## src/hw/rtl/kslist_pkg.sv

```systemverilog
`timescale 1ns / 1ps
`default_nettype none
// ----------------------------------------------------------------------------
// kslist_pkg
// Shared types and codes for the keyed sequential list: the operation codes,
// the entry layout and the commands that steer the chain of entry cells.
// ----------------------------------------------------------------------------
package kslist_pkg;

    // Operation codes carried in the func field of an input item.
    localparam int FUNC_W = 3;
    localparam logic [FUNC_W-1:0] FUNC_APPEND = 3'd0;
    localparam logic [FUNC_W-1:0] FUNC_REMOVE = 3'd1;
    localparam logic [FUNC_W-1:0] FUNC_UPDATE = 3'd2;
    localparam logic [FUNC_W-1:0] FUNC_GET    = 3'd3;
    localparam logic [FUNC_W-1:0] FUNC_READ   = 3'd4;
    localparam logic [FUNC_W-1:0] FUNC_INSERT = 3'd5;
    localparam logic [FUNC_W-1:0] FUNC_CLEAR  = 3'd6;

    localparam int KEY_W   = 32;
    localparam int VALUE_W = 64;

    // Commands broadcast to every cell of the chain.
    localparam int CELL_OP_W = 3;
    localparam logic [CELL_OP_W-1:0] CELL_HOLD   = 3'd0;
    localparam logic [CELL_OP_W-1:0] CELL_ROTATE = 3'd1;
    localparam logic [CELL_OP_W-1:0] CELL_CLOSE  = 3'd2;
    localparam logic [CELL_OP_W-1:0] CELL_OPEN   = 3'd3;
    localparam logic [CELL_OP_W-1:0] CELL_APPEND = 3'd4;

    // One list entry.
    typedef struct packed {
        logic [KEY_W-1:0]   key;
        logic [VALUE_W-1:0] value;
    } entry_t;

    // Command and write data sent down the chain.
    typedef struct packed {
        logic [CELL_OP_W-1:0] op;
        entry_t               new_entry;
    } cell_cmd_t;

    // Outcome of a scan through the head unit.
    typedef struct packed {
        logic   found;
        entry_t entry;
    } head_res_t;

endpackage : kslist_pkg
`default_nettype wire

```

## src/hw/rtl/kslist_head.sv

```systemverilog
`timescale 1ns / 1ps
`default_nettype none
// ----------------------------------------------------------------------------
// kslist_head
// Head unit of the rotating chain. During a scan it sees one entry per
// cycle in list order at cell 0, finds the first key match or the requested
// position, captures that entry, rewrites the value for an update and marks
// the entries from a removed one onward before feeding them back to the
// top of the chain.
// ----------------------------------------------------------------------------
module kslist_head
    import kslist_pkg::*;
#(
    parameter int CAPACITY = 1024,
    parameter int CNT_W    = 11,
    parameter int IDX_W    = 10
)
(
    input  wire logic              clk,
    input  wire logic              rst_n,
    input  wire logic              start,
    input  wire logic              step,
    input  wire logic [FUNC_W-1:0] func,
    input  wire entry_t            op_entry,
    input  wire logic [CNT_W-1:0]  pos,
    input  wire logic [CNT_W-1:0]  count,
    input  wire entry_t            head_entry,
    output entry_t                 feed_entry,
    output logic                   feed_mark,
    output logic                   last,
    output head_res_t              res
);

    localparam logic [IDX_W-1:0] LAST_IDX = IDX_W'(CAPACITY - 1);

    logic [IDX_W-1:0] idx_reg;
    logic [IDX_W-1:0] idx_next;
    logic             found_reg;
    logic             found_next;
    entry_t           cap_reg;
    logic             in_list;
    logic             key_op;
    logic             key_hit;
    logic             pos_hit;

    // Compare the entry now at the head against the operation.
    always_comb
    begin
        in_list = CNT_W'(idx_reg) < count;
        key_op  = (func == FUNC_REMOVE) || (func == FUNC_UPDATE) || (func == FUNC_GET);
        key_hit = key_op && in_list && !found_reg && (head_entry.key == op_entry.key);
        pos_hit = (func == FUNC_READ) && in_list && !found_reg && (CNT_W'(idx_reg) == pos);
    end

    // Build the entry fed back into the top of the chain.
    always_comb
    begin
        feed_entry = head_entry;
        if ((func == FUNC_UPDATE) && key_hit)
        begin
            feed_entry.value = op_entry.value;
        end
        feed_mark = (func == FUNC_REMOVE) && (found_reg || key_hit);
    end

    // Scan position and search flag.
    always_comb
    begin
        idx_next   = idx_reg;
        found_next = found_reg;
        if (start)
        begin
            idx_next   = '0;
            found_next = 1'b0;
        end
        else if (step)
        begin
            idx_next   = last ? '0 : idx_reg + IDX_W'(1);
            found_next = found_reg || key_hit || pos_hit;
        end
    end

    always_ff @(posedge clk or negedge rst_n)
    begin
        if (!rst_n)
        begin
            idx_reg   <= '0;
            found_reg <= 1'b0;
        end
        else
        begin
            idx_reg   <= idx_next;
            found_reg <= found_next;
        end
    end

    // Capture the first matching entry.
    always_ff @(posedge clk)
    begin
        if (step && (key_hit || pos_hit))
        begin
            cap_reg <= head_entry;
        end
    end

    assign last      = (idx_reg == LAST_IDX);
    assign res.found = found_reg;
    assign res.entry = cap_reg;

endmodule : kslist_head
`default_nettype wire

```

## config.mk

```make
export PLATFORM = sky130hd
export DESIGN_NAME = kslist_head
export DESIGN_NICKNAME = d
export VERILOG_FILES = /design/src/hw/rtl/kslist_pkg.sv /design/src/hw/rtl/kslist_head.sv
export SDC_FILE = /design/constraint.sdc
export NUM_CORES = 1
export LEC_CHECK = 0
export BUFFER_PORTS_ARGS = -buffer_cell sky130_fd_sc_hd__buf_2
export CELL_PAD_IN_SITES_DETAIL_PLACEMENT = 1
export CELL_PAD_IN_SITES_GLOBAL_PLACEMENT = 1
export CORE_AREA = 2 2 163 165
export CTS_BUF_LIST = sky130_fd_sc_hd__clkbuf_8 sky130_fd_sc_hd__clkbuf_16
export DETAILED_ROUTE_END_ITERATION = 8
export DIE_AREA = 0 0 165 167
export GPL_ROUTABILITY_DRIVEN = 0
export PLACE_DENSITY_LB_ADDON = 0.25
export SLEW_MARGIN = 10
export SYNTH_ARGS = -nofsm -noshare
export SYNTH_HDL_FRONTEND = slang
export SYNTH_SLANG_ARGS = --single-unit
```

## constraint.sdc

```tcl
create_clock -name clk -period 10.8 [get_ports clk]
set_input_delay 1.08 -clock clk [delete_from_list [all_inputs] [get_ports clk]]
set_output_delay 1.08 -clock clk [all_outputs]
set_load 0.02 [all_outputs]
```

==> out/metrics.csv <==
metric,value,unit
timing.fmax,196.4,MHz
fp.dieW,165,um
cts.htree.levels,3,
post_cts_resized,0,
crit_buf_inv,4,
ys_warn_count,0,
worst_pin_slew,0.9305,ns
grt_max_degree,65,
vdd_drop_max,0.07274,mV
hp-class,primary input to asynchronous set/reset pin,
dp.cells,1065,
post_cts_buffers,0,
numCtsBuffers,9,
hold_violations,0,
period_needed,5.092,ns
drv_slew,0,
layout.nets,972,
path_common_cell,buf_2,
yosysMostFrequentCell,edfxtp_1,
synth_top_area_share,55.09,%
synth_edf_count,96,
n_fill_cell,3025,
ys.flop_type,edfxtp_1,
avgSynthCellArea,14.74,um^2
path_cells,"buf_2, inv_1, ha_1, a21o_1, a31oi_1, o32ai_1, or3_4, nor4_4, buf_4, mux2_2, buf_2",
largest_reg_flops,96,
arrival,4.01,ns
ys_ff_latch,107,
grt_antenna_before_repair,5,
syn_area,5233,um^2
vias,4376,
drive_above_1_share,67.02,%
yosysTopAreaCell,edfxtp_1,
p_per_area,118.7,nW/um^2
grt_pass1_wl,28.28,mm
finalNonFillerCells,1083,
cap_violations,0,
syn_nets,586,
critPathTopFamily,buffers and inverters,
rr_startpoint,idx_reg[2]$_DFFE_PN0P_,
fin_tns_setup,0,ns
timing.rr.end,res[66]$_DFFE_PP_,
rsz0062_at_grt,no,
use_met3,4.209,%
synth_top_cells_by_count,"edfxtp_1 (96), mux2_2 (60), xor2_1 (37)",
met2_usage,26.83,%
drt_iter0_markers,158,
busiest_layer,met2,
cts_sinks,107,
postRouteAntennaNets,0,
cp-end-kind,output pin,
path_clk_slew,0.08,ns
grt_overflow_total,0,
yosysUniqueCellTypes,36,
grtUsageMet1,14.67,%
synth.area.top_cells,"edfxtp_1 (55%), mux2_2 (13%), xor2_1 (6.2%)",
portBuffers,415,
drt_wl_total,20.67,mm
seq_area_frac_synth,60.35,%
outcome,completed,
cp-start-kind,primary input,
dr.pass1.iters,4,
ff2ff_path_depth,7,
wire_per_inst,19.09,um
cts_buffer_depth,2,
startpoint,count[2],
path_max_fanout,64,
cp.required,9.72,ns
cpPeakStageDelay,0.65,ns
ys_async_sr_fraction,10.28,%
power_leakage,0.003491,uW
hold_buffers,0,
dp_hpwl,17.20,mm
area_delta_synth_final,47.63,%
ios,416,
drc_errors,0,
rows,59,
slowest_stage,buf_4,
start_util,20.31,%
crit_type,primary input to output pin,
track_usage,14.16,%
vias_per_cell,4.041,
clk_latency,0.35,ns
synthCells,355,
slew_headroom,37.97,%
dieArea,27560,um^2
finalCritPeriodShare,47.15,%
grt_pass1_vias,4397,
rrSetupSlack,7.48,ns
root_buffer,clkbuf_16,
coreArea,25760,um^2
setup_viol,0,
skew,0.01646,ns
cts_tree,done,
die_y,167,um
-- stage by stage --
stage                     total power [uW]  utilization, %  cell area [um^2]  worst slack, ns  hold WS, ns
after detailed placement             595.0           28.82              7425            5.670       0.6372
final                                917.0           29.98              7725            5.708       0.5876
after global placement               594.0           28.82              7425            5.647       0.6230
after CTS                            934.7           29.96              7720            5.654       0.5783
after floorplan                      527.1               -              5233            6.297       0.5334
after global routing                 958.4           29.97              7722            5.541       0.5855
-- report_power, final --
| part | switching, uW | internal, uW | leakage, uW |
|---|---|---|---|
| Sequential | 2.67 | 451 | 0.00101 |
| Combinational | 69.7 | 60.4 | 0.00233 |
| Clock | 169 | 164 | 0.000147 |
-- final cells by class --
cell class	instances	area [um^2]	share of cell area [%]
flip-flops and latches	107	3158	40.88
clock inverters	7	70.07	0.9070
repair buffers	417	2092	27.08
clock buffers	9	225.2	2.915
inverters	9	33.78	0.4373
diodes	2	5.005	0.06479
well taps	335	419.2	5.426
multi-input cells	197	1722	22.29
-- kinds of logic (layout without fill, tap and decap cells) --
group / count (synthesis) / count (layout) / share of synthesized area [%]
AOI/OAI and AO/OA: 20 / 20 / 2.391
xor gates and xnor gates: 48 / 48 / 8.034
adders and majority gates: 10 / 10 / 2.391
buffers and inverters: 51 / 442 / 6.887
DFF: 107 / 107 / 60.35
muxes: 64 / 64 / 13.77
other: 0 / 2 / 0
and+or+nand+nor: 55 / 55 / 6.169
-- placed cells by master, fill, tap and decap left out, types with 3 or more instances in the layout --
master       n
a21o_1       3
a21oi_1      8
buf_2      415
clkbuf_16    9
dfrtp_1     11
edfxtp_1    96
ha_1        10
inv_1        9
mux2_1       4
mux2_2      60
nand2_1      9
nand3_1      5
nand4_1      7
nor2_1       7
nor3_1       5
nor4_1       8
o21ai_0      4
xnor2_1     11
xor2_1      37
-- metal layers --
metal	share of wire, %	routed length (um)
met1	35	7293
met2	54	11120
met3	8.3	1719
met4	2.4	501
met5	0.18	37
-- worst reg2reg max path, cell delays in order (launching register included) --
cell and delay [ns]:
dfrtp_1 0.49, ha_1 0.34, a21o_1 0.16, a31oi_1 0.17
o32ai_1 0.15, nor3_1 0.22, o211a_4 0.60, buf_4 0.75
-- worst max-delay path by stage --
stage | slack (ns) | endpoint | cells past startpoint
finish | 5.71 | feed_entry[26] | 11
global route | 5.54 | feed_entry[6] | 11
CTS | 5.65 | feed_entry[26] | 9
detailed placement | 5.67 | feed_entry[26] | 9
global placement | 5.65 | feed_entry[26] | 9
floorplan | 6.30 | feed_entry[13] | 9
Power figures use the tool's default switching activity.
