**src/hw/rtl/kslist_pkg.sv**
```systemverilog
`timescale 1ns / 1ps
`default_nettype none
// ----------------------------------------------------------------------------
// kslist_pkg
// Shared types and codes for the keyed sequential list: the operation codes,
// the entry layout and the commands that steer the chain of entry cells.
// ----------------------------------------------------------------------------
package kslist_pkg;

    // Operation codes carried in the func field of an input item.
    localparam int FUNC_W = 3;
    localparam logic [FUNC_W-1:0] FUNC_APPEND = 3'd0;
    localparam logic [FUNC_W-1:0] FUNC_REMOVE = 3'd1;
    localparam logic [FUNC_W-1:0] FUNC_UPDATE = 3'd2;
    localparam logic [FUNC_W-1:0] FUNC_GET    = 3'd3;
    localparam logic [FUNC_W-1:0] FUNC_READ   = 3'd4;
    localparam logic [FUNC_W-1:0] FUNC_INSERT = 3'd5;
    localparam logic [FUNC_W-1:0] FUNC_CLEAR  = 3'd6;

    localparam int KEY_W   = 32;
    localparam int VALUE_W = 64;

    // Commands broadcast to every cell of the chain.
    localparam int CELL_OP_W = 3;
    localparam logic [CELL_OP_W-1:0] CELL_HOLD   = 3'd0;
    localparam logic [CELL_OP_W-1:0] CELL_ROTATE = 3'd1;
    localparam logic [CELL_OP_W-1:0] CELL_CLOSE  = 3'd2;
    localparam logic [CELL_OP_W-1:0] CELL_OPEN   = 3'd3;
    localparam logic [CELL_OP_W-1:0] CELL_APPEND = 3'd4;

    // One list entry.
    typedef struct packed {
        logic [KEY_W-1:0]   key;
        logic [VALUE_W-1:0] value;
    } entry_t;

    // Command and write data sent down the chain.
    typedef struct packed {
        logic [CELL_OP_W-1:0] op;
        entry_t               new_entry;
    } cell_cmd_t;

    // Outcome of a scan through the head unit.
    typedef struct packed {
        logic   found;
        entry_t entry;
    } head_res_t;

endpackage : kslist_pkg
`default_nettype wire

```
**src/hw/rtl/kslist_cell.sv**
```systemverilog
`timescale 1ns / 1ps
`default_nettype none
// ----------------------------------------------------------------------------
// kslist_cell
// One slot of the list. It holds an entry and a mark bit, and on each
// command either keeps them, takes them from its upper neighbor (rotation),
// takes the entry of its upper neighbor (gap closing) or of its lower
// neighbor (gap opening), or writes the new entry at its own position.
// ----------------------------------------------------------------------------
module kslist_cell
    import kslist_pkg::*;
#(
    parameter int INDEX = 0,
    parameter int CNT_W = 11
)
(
    input  wire logic             clk,
    input  wire logic             rst_n,
    input  wire cell_cmd_t        cmd,
    input  wire logic [CNT_W-1:0] pos,
    input  wire logic [CNT_W-1:0] count,
    input  wire entry_t           up_entry,
    input  wire logic             up_mark,
    input  wire entry_t           down_entry,
    output entry_t                entry,
    output logic                  mark
);

    localparam logic [CNT_W-1:0] MY_INDEX = CNT_W'(INDEX);

    entry_t entry_reg;
    entry_t entry_next;
    logic   mark_reg;
    logic   mark_next;

    // Select the next contents from the broadcast command.
    always_comb
    begin
        entry_next = entry_reg;
        mark_next  = mark_reg;
        case (cmd.op)
            CELL_ROTATE:
            begin
                entry_next = up_entry;
                mark_next  = up_mark;
            end
            CELL_CLOSE:
            begin
                if (mark_reg)
                begin
                    entry_next = up_entry;
                end
                mark_next = 1'b0;
            end
            CELL_OPEN:
            begin
                if (MY_INDEX > pos)
                begin
                    entry_next = down_entry;
                end
                else if (MY_INDEX == pos)
                begin
                    entry_next = cmd.new_entry;
                end
            end
            CELL_APPEND:
            begin
                if (MY_INDEX == count)
                begin
                    entry_next = cmd.new_entry;
                end
            end
            default:
            begin
                entry_next = entry_reg;
            end
        endcase
    end

    // The mark bit is control state and is cleared by reset.
    always_ff @(posedge clk or negedge rst_n)
    begin
        if (!rst_n)
        begin
            mark_reg <= 1'b0;
        end
        else
        begin
            mark_reg <= mark_next;
        end
    end

    // Entry payload.
    always_ff @(posedge clk)
    begin
        entry_reg <= entry_next;
    end

    assign entry = entry_reg;
    assign mark  = mark_reg;

endmodule : kslist_cell
`default_nettype wire

```
**config.mk**
```make
export PLATFORM = sky130hd
export DESIGN_NAME = kslist_cell
export DESIGN_NICKNAME = d
export VERILOG_FILES = /design/src/hw/rtl/kslist_pkg.sv /design/src/hw/rtl/kslist_cell.sv
export SDC_FILE = /design/constraint.sdc
export NUM_CORES = 1
export LEC_CHECK = 0
export BUFFER_PORTS_ARGS = -buffer_cell sky130_fd_sc_hd__buf_4
export CAP_MARGIN = 20
export CORE_AREA = 2 2 162 164
export DETAILED_ROUTE_END_ITERATION = 7
export DIE_AREA = 0 0 164 166
export MAX_ROUTING_LAYER = met4
export PLACE_DENSITY = 0.48
export SLEW_MARGIN = 20
export SYNTH_ARGS = -nofsm -noshare
export SYNTH_HDL_FRONTEND = slang
export SYNTH_SLANG_ARGS = --single-unit
```
**constraint.sdc**
```tcl
create_clock -name clk -period 11.3 [get_ports clk]
set_input_delay 1.695 -clock clk [delete_from_list [all_inputs] [get_ports clk]]
set_output_delay 1.695 -clock clk [all_outputs]
set_load 0.03 [all_outputs]
```
==> qor.log, run 1 <==
INFO  outcome        result_of_the_run=finished, final reports clean
INFO  timing         fin_crit_sh=33.8%
INFO  clock_network  htreeDepth=3
INFO  global_route   grt_remaining_overflow=0
INFO  hold_path      worst_hold_path_type=register to register
INFO  global_route   number_of_global_route_vias_before_repair=3420
INFO  clock_network  tritoncts_num_sinks=97
INFO  routing        antenna_violating_nets_post_route=0
INFO  placement      preCtsSetupSlack=7.10ns
INFO  clock_network  cts_hold_buf=0
INFO  routing        via_count=3171
INFO  logic_synthesis syn-mean-instance-area=19.7µm²
INFO  timing         worst_slew_pin_slew=0.797ns
INFO  final_layout   final_nets=858
INFO  clock_network  clk-insertion-delay-late=0.35ns
INFO  worst_setup_path setup_slack_of_the_worst_register_to_register_path=9.41ns
INFO  clock_network  postCtsSetupBuffers=0
INFO  clock_network  cts.path.max_buffers=2
INFO  placement      place.port_buffers=316
INFO  timing         fin_skew=0.00775ns
INFO  worst_setup_path crit_path_frequent_cell=sky130_fd_sc_hd__buf_4
INFO  die            die_width=164µm
INFO  timing         slew_violations=0
INFO  timing         timing.final.setup_violations=0
INFO  die            initial_utilization=17.1%
INFO  clock_network  root_buffer=sky130_fd_sc_hd__clkbuf_16
INFO  worst_setup_path timing.critical_path.cells=buf_4 -> and3b_1 -> a21o_4 -> buf_4 -> mux2_2
INFO  hold_path      hold_path.startpoint=mark
INFO  final_layout   n_antenna_cell=0
INFO  clock_network  cts.clk_slew.worst_paths=0.07ns
INFO  routing        drt_pre_antenna_iters=4
INFO  timing         timing.final.ws_setup=7.48ns
INFO  logic_synthesis ff_latch_count_synth=97
INFO  logic_synthesis syn_area=4390µm²
INFO  logic_synthesis netlist_instances=223
INFO  worst_setup_path reg2reg_to=entry[54]
INFO  worst_setup_path timing.critical_path.max_delay_family=buffers and inverters
INFO  worst_setup_path crit_path_start_kind=primary input
INFO  placement      gp_congestion=0.778
INFO  timing         fmax=262MHz
INFO  logic_synthesis seq_area_frac_synth=66.2%
INFO  routing        detail_route.drc_violations=0
INFO  routing        totalWireLength=12600µm
INFO  global_route   grt_antenna_before_repair=0
INFO  placement      hpwlAfterDp=9920µm
INFO  die            design.die.area=27200µm²
INFO  worst_setup_path cp_bufs_invs=2
INFO  die            placeableCoreArea=25600µm²
INFO  worst_setup_path timing.critical_path.to_type=register
INFO  timing         final_hold_slack=0.587ns
INFO  timing         unrepaired_setup_endpoints_after_global_routing=false
INFO  logic_synthesis synthesis.yosys.warnings=0
INFO  worst_setup_path cp_data_required_time=11.38ns
INFO  worst_setup_path worstSetupPathType=primary input to register
INFO  die            die_height=166µm
INFO  timing         timing.final.crit_period=3.82ns
INFO  power          vdd.ir_drop.worst=0.0435mV
INFO  timing         timing.slew.headroom=46.9%
INFO  power          total_leakage_power=0.00313µW
INFO  timing         fin_tns_setup=0ns
INFO  worst_setup_path reg2reg_from=mark
INFO  routing        detail_route.iter0.violations=95
INFO  power          powerDensity=129nW/µm²
INFO  worst_setup_path slowest_stage=sky130_fd_sc_hd__buf_4
INFO  final_layout   largest_register_ffs=96
INFO  worst_setup_path peak_fanout_along_the_critical_path=53
INFO  worst_setup_path ff2ff_path_depth=4
INFO  clock_network  cts_buffers=9
INFO  clock_network  post_cts_resize_count=0
INFO  worst_setup_path critical_path_arrival=3.90ns
INFO  global_route   grt_start_max_net_pins=54
INFO  die            io-pin-count=413
INFO  hold_path      worst_hold_path.endpoint=mark
INFO  global_route   grt_first_pass_wirelength=17900µm
INFO  global_route   grt.total_usage=8.96%
INFO  routing        detail_route.wl_per_cell=14.3µm
INFO  logic_synthesis syn_nets=539
INFO  final_layout   share_of_post_route_cells_with_drive_strength_above_1=78.9%
INFO  timing         final_hold_viol_count=0
INFO  die            floorplan.rows=59
INFO  logic_synthesis synthDistinctLibCells=23
INFO  final_layout   area.growth.synth_to_final=67.9%
INFO  worst_setup_path largest_incremental_delay_on_the_critical_path=0.73ns
INFO  routing        routed_via_density=3.60
INFO  hold_path      min_delay_path_depth=2
INFO  job            max_cap_viol_count=0
INFO  clock_network  cts_tree=done
[layout by cell type, fill, tap and decap left out]
cell type,Yosys,layout
sky130_fd_sc_hd__clkbuf_1,0,1
sky130_fd_sc_hd__nor2_1,1,1
sky130_fd_sc_hd__and3b_1,1,1
sky130_fd_sc_hd__clkbuf_16,0,9
sky130_fd_sc_hd__nand4_1,1,1
sky130_fd_sc_hd__clkinvlp_4,0,2
sky130_fd_sc_hd__nor4b_1,1,1
sky130_fd_sc_hd__or2_2,1,1
sky130_fd_sc_hd__mux2_4,40,40
sky130_fd_sc_hd__mux2_2,56,56
sky130_fd_sc_hd__nand3b_1,1,1
sky130_fd_sc_hd__edfxtp_1,96,96
sky130_fd_sc_hd__clkinv_1,0,1
sky130_fd_sc_hd__o21a_1,1,1
sky130_fd_sc_hd__clkinv_4,0,1
sky130_fd_sc_hd__nor4_1,4,4
sky130_fd_sc_hd__dfrtp_1,1,1
sky130_fd_sc_hd__inv_1,1,1
sky130_fd_sc_hd__o22ai_1,1,1
sky130_fd_sc_hd__buf_4,0,319
sky130_fd_sc_hd__bufinv_16,0,1
sky130_fd_sc_hd__a21o_4,0,1
sky130_fd_sc_hd__nand3_1,1,1
sky130_fd_sc_hd__a22oi_2,0,1
sky130_fd_sc_hd__nor3_1,1,1
sky130_fd_sc_hd__a21oi_1,2,2
[cells in the mapped netlist, drive strengths merged]
cell type   n  area [µm²]
nor4b       1        8.76
a21o        1        7.51
nand3b      1        7.51
a22oi       1        7.51
nand4       1        6.26
inv         1        3.75
or2         1        6.26
nor3        1        5.00
mux2       96        1230
edfxtp     96        2880
nor4        4        25.0
nand3       1        5.00
o22ai       1        6.26
dfrtp       1        25.0
a21oi       2        10.0
and3b       1        8.76
o21a        1        7.51
nor2        1        3.75
buf        11         131
[worst max path at each step]
stage	depth (start not counted)	start	to	slack (ns)
2_1_floorplan	3	count[2]	entry[0]	3.91
3_3_place_gp	5	cmd[98]	entry[16]	7.14
3_5_place_dp	5	cmd[98]	entry[16]	7.10
4_1_cts	5	cmd[98]	entry[16]	7.46
5_1_grt	5	cmd[98]	entry[16]	7.38
6_report	5	cmd[98]	entry[41]	7.48
[worst reg2reg max path: cells and delay by family (launching register included)]
kind | cells | cell delay, ns
flops | 1 | 0.38
buf+inv | 1 | 0.57
simple gates | 1 | 0.28
compound gates | 2 | 0.24
[report_power, final]
part	switching [µW]	internal, µW	leakage [µW]
registers	6.93	428	0.000916
logic	98.2	113	0.00208
clock network	134	170	0.000132
[logic make-up after synthesis]
logic type / share of synthesized area (%)
flops: 66.2
mux: 28.1
simple gates: 1.74
buf+inv: 3.08
compound gates: 0.884
[cell type report]
class | instances | area [µm²]
clock buffer | 10 | 229
clock inverter | 5 | 57.6
fill | 2590 | 18200
inverter | 1 | 3.75
multi-input combinational | 114 | 1360
sequential | 97 | 2910
tap | 335 | 419
timing repair buffer | 319 | 2390
[per-stage QoR]
stage	cell area, µm²	utilization [%]	total power (µW)	std cells
finish	7370	28.8	950	881
CTS	7370	28.8	975	881
global route	7370	28.8	996	881
floorplan	4390	-	556	223
global placement	7080	27.7	655	866
detailed placement	7080	27.7	658	866
[layer usage]
metal / global-route usage, % / vias to the layer above / share of wire [%]
met5: - / - / 0
met4: 2.90 / 0 / 1.4
met3: 3.57 / 13 / 11
met2: 15.8 / 199 / 50
met1: 8.93 / 1442 / 38
li1: - / 1517 / -
Power figures use the tool's default switching activity.
==> run 2: changes to the inputs <==
ABC_AREA = 1   (was unset)
CORE_AREA = 2 2 160 162   (was 2 2 162 164)
DIE_AREA = 0 0 162 164   (was 0 0 164 166)
PLACE_DENSITY = 0.49   (was 0.48)
clock period = 3.9 ns   (was 11.3 ns; I/O delays follow)
==> qor.log, run 2 <==
INFO  outcome        result_of_the_run=finished, final reports clean
INFO  global_route   number_of_global_route_vias_before_repair=4216 [+23%]
INFO  clock_network  post_cts_resize_count=0 [unchanged]
INFO  timing         slew_violations=0 [unchanged]
INFO  logic_synthesis asyncSetResetFlopFracSynth=1.03% [unchanged]
INFO  placement      gp_congestion=0.747 [-4.0%]
INFO  routing        via_count=4323 [+36%]
INFO  final_layout   share_of_post_route_cells_with_drive_strength_above_1=44.6% [-34 points]
INFO  logic_synthesis synthDistinctLibCells=15 [-35%]
INFO  logic_synthesis synth_top_cell_by_area=sky130_fd_sc_hd__edfxtp_1
INFO  worst_setup_path ff2ff_path_depth=7 [+3]
INFO  logic_synthesis syn_nets=773 [+43%]
INFO  die            placeableCoreArea=24800µm² [-3.1%]
INFO  clock_network  cts_tree=done
INFO  clock_network  htreeDepth=3 [unchanged]
INFO  routing        antenna_violating_nets_post_route=0 [unchanged]
INFO  final_layout   mostFrequentLayoutCell=sky130_fd_sc_hd__buf_4
INFO  final_layout   largest_register_ffs=96 [unchanged]
INFO  clock_network  clk-insertion-delay-late=0.35ns [about the same]
INFO  routing        detail_route.iter0.violations=279 [+190%]
INFO  routing        routed_via_density=3.95 [+9.7%]
INFO  routing        detail_route.wl_per_cell=14.7µm [+3.2%]
INFO  timing         timing.final.setup_violations=0 [unchanged]
INFO  placement      dp.cells=1078 [+24%]
INFO  hold_path      worst_hold_path_type=primary input to register
INFO  final_layout   finalNonFillerCells=1095 [+24%]
INFO  routing        totalWireLength=16100µm [+28%]
INFO  timing         final_hold_slack=0.488ns [-0.0991 ns]
INFO  worst_setup_path cp_data_required_time=3.88ns [-7.50 ns]
INFO  final_layout   area.growth.synth_to_final=67.9% [about the same]
INFO  final_layout   final_cell_mix=sky130_fd_sc_hd__buf_4 (319), sky130_fd_sc_hd__nand2_1 (203), sky130_fd_sc_hd__nand3_1 (97), sky130_fd_sc_hd__edfxtp_1 (96), sky130_fd_sc_hd__nor2_1 (15)
INFO  logic_synthesis syn_area=4440µm² [+1.1%]
INFO  placement      placed_area=7150µm² [+0.99%]
INFO  timing         fmax=434MHz
INFO  logic_synthesis cell_with_the_most_instances_after_synthesis=sky130_fd_sc_hd__nand2_1
INFO  timing         final_hold_viol_count=0 [unchanged]
INFO  clock_network  root_buffer=sky130_fd_sc_hd__clkbuf_16
INFO  logic_synthesis syn-mean-instance-area=9.71µm² [-51%]
INFO  job            max_cap_viol_count=0 [unchanged]
INFO  clock_network  tritoncts_num_sinks=97 [unchanged]
INFO  hold_path      min_delay_path_depth=3 [+1]
INFO  die            design.die.area=26600µm² [-2.4%]
INFO  worst_setup_path reg2reg_to=entry[54]
INFO  timing         timing.slew.headroom=52.9% [+6.0 points]
INFO  global_route   grt.total_usage=12.0% [+3.0 points]
INFO  logic_synthesis synth.top_cells.by_area=sky130_fd_sc_hd__edfxtp_1 (65%), sky130_fd_sc_hd__nand2_1 (17%), sky130_fd_sc_hd__nand3_1 (11%)
INFO  timing         unrepaired_setup_endpoints_after_global_routing=false
INFO  clock_network  cts_buffers=9 [unchanged]
INFO  logic_synthesis synth_top_area_share=65.0% [-0.72 points]
INFO  power          powerDensity=369nW/µm² [+190%]
INFO  placement      hpwlAfterDp=11500µm [+16%]
INFO  routing        drt_pre_antenna_iters=4 [unchanged]
INFO  clock_network  cts_hold_buf=1 [+1]
INFO  hold_path      worst_hold_path.endpoint=mark
INFO  die            floorplan.rows=58 [-1.7%]
INFO  clock_network  postCtsSetupBuffers=0 [unchanged]
INFO  final_layout   final_nets=1076 [+25%]
INFO  timing         fin_crit_sh=59.1%
INFO  die            io-pin-count=413 [unchanged]
INFO  global_route   grt_start_max_net_pins=97 [+80%]
INFO  logic_synthesis synthesis.yosys.warnings=0 [unchanged]
INFO  timing         worst_slew_pin_slew=0.707ns [-0.0897 ns]
INFO  global_route   grt_first_pass_wirelength=23600µm [+32%]
INFO  logic_synthesis ff_latch_count_synth=97 [unchanged]
INFO  die            die_height=164µm [-1.2%]
INFO  worst_setup_path setup_slack_of_the_worst_register_to_register_path=2.19ns [-7.22 ns]
INFO  placement      place.port_buffers=316 [unchanged]
INFO  power          total_leakage_power=0.00353µW [+13%]
INFO  global_route   grt_antenna_before_repair=0 [unchanged]
INFO  routing        detail_route.drc_violations=0 [unchanged]
INFO  hold_path      hold_path.startpoint=up_mark
INFO  timing         fin_tns_setup=0ns [unchanged]
INFO  power          vdd.ir_drop.worst=0.143mV [+230%]
INFO  global_route   grt_remaining_overflow=0 [unchanged]
INFO  die            die_width=162µm [-1.2%]
INFO  final_layout   post_layout_instance_area=7450µm² [+1.1%]
INFO  final_layout   num-fill-cells=2656 [+2.5%]
INFO  worst_setup_path peak_fanout_along_the_critical_path=96 [+81%]
INFO  worst_setup_path worstSetupPathType=primary input to register
INFO  timing         timing.final.crit_period=2.30ns
INFO  logic_synthesis seq_area_frac_synth=65.5% [-0.73 points]
INFO  worst_setup_path crit_path_start_kind=primary input
INFO  logic_synthesis synth_edf_count=96 [unchanged]
INFO  logic_synthesis top_cells_by_instance_count_after_synthesis=sky130_fd_sc_hd__nand2_1 (203), sky130_fd_sc_hd__nand3_1 (97), sky130_fd_sc_hd__edfxtp_1 (96), sky130_fd_sc_hd__nor2_1 (15), sky130_fd_sc_hd__buf_2 (13)
INFO  timing         fin_skew=0.0107ns [+0.00292 ns]
INFO  worst_setup_path critical_path_arrival=2.28ns [-1.62 ns]
INFO  clock_network  cts.path.max_buffers=2 [unchanged]
INFO  final_layout   n_antenna_cell=0 [unchanged]
INFO  logic_synthesis netlist_instances=457 [+100%]
INFO  logic_synthesis postSynth.topFlopCell=sky130_fd_sc_hd__edfxtp_1
INFO  worst_setup_path reg2reg_from=mark
INFO  die            initial_utilization=17.9% [+0.75 points]
INFO  worst_setup_path timing.critical_path.to_type=register
INFO  clock_network  cts.clk_slew.worst_paths=0.08ns [about the same]
-- run 2: cell count changes in the layout (fill, tap and decap cells not counted), moves of 3 or more --
| cell | previous run | this run |
|---|---|---|
| sky130_fd_sc_hd__inv_1 | 1 | 6 |
| sky130_fd_sc_hd__nand2_1 | 0 | 203 |
| sky130_fd_sc_hd__nand3_1 | 1 | 97 |
| sky130_fd_sc_hd__nor2_1 | 1 | 15 |
| sky130_fd_sc_hd__mux2_2 | 56 | 0 |
| sky130_fd_sc_hd__o21ai_0 | 0 | 3 |
| sky130_fd_sc_hd__nor4_1 | 4 | 0 |
| sky130_fd_sc_hd__mux2_4 | 40 | 0 |
-- run 2: routing by layer --
layer	GRT usage (%)	vias to the layer above	routed length, µm
met3	3.26	10	1330
met5	-	-	0
met1	14.4	1957	6780
met4	3.30	0	214
li1	-	2144	-
met2	19.9	212	7800
-- run 2: cells by family after synthesis --
logic type / synth area share [%]
flops: 65.5
buf+inv: 4.00
simple gates: 30.0
compound gates: 0.451
-- run 2: per-stage QoR --
stage               utilization (%)  setup WS (ns)  total power, µW
floorplan                         -          0.527             1570
global placement               28.8           1.19             1890
detailed placement             28.8           1.18             1890
CTS                            30.0           1.55             2820
global route                   30.0           1.48             2890
finish                         30.0           1.60             2750
-- run 2: worst max path at each step --
stage | startpoint | endpoint | slack, ns
2_1_floorplan | cmd[98] | entry[0] | 0.53
3_3_place_gp | cmd[98] | entry[34] | 1.19
3_5_place_dp | cmd[98] | entry[34] | 1.18
4_1_cts | cmd[98] | entry[34] | 1.55
5_1_grt | cmd[98] | entry[34] | 1.48
6_report | cmd[97] | entry[54] | 1.60
-- run 2: power by group --
group	internal (µW)	switching [µW]	leakage (µW)
clock	448	443	0.000140
combinational	274	327	0.00247
sequential	1240	18.7	0.000919
-- run 2: final cells by class --
type | count | area [µm²] | share of cell area (%)
tap | 330 | 413 | 5.54
multi-input combinational | 323 | 1370 | 18.4
sequential | 97 | 2910 | 39.0
clock inverter | 7 | 61.3 | 0.823
inverter | 7 | 28.8 | 0.386
clock buffer | 9 | 225 | 3.02
timing repair buffer | 322 | 2440 | 32.8
-- run 2: worst max-delay path: stages --
cell	delay [ns]
sky130_fd_sc_hd__buf_4	0.14
sky130_fd_sc_hd__nor2_1	0.19
sky130_fd_sc_hd__nand2_4	0.35
sky130_fd_sc_hd__nor2_1	0.20
sky130_fd_sc_hd__nand2_1	0.06
sky130_fd_sc_hd__nand2_1	0.05
sky130_fd_sc_hd__nand2_1	0.08
sky130_fd_sc_hd__inv_4	0.06
sky130_fd_sc_hd__buf_12	0.31
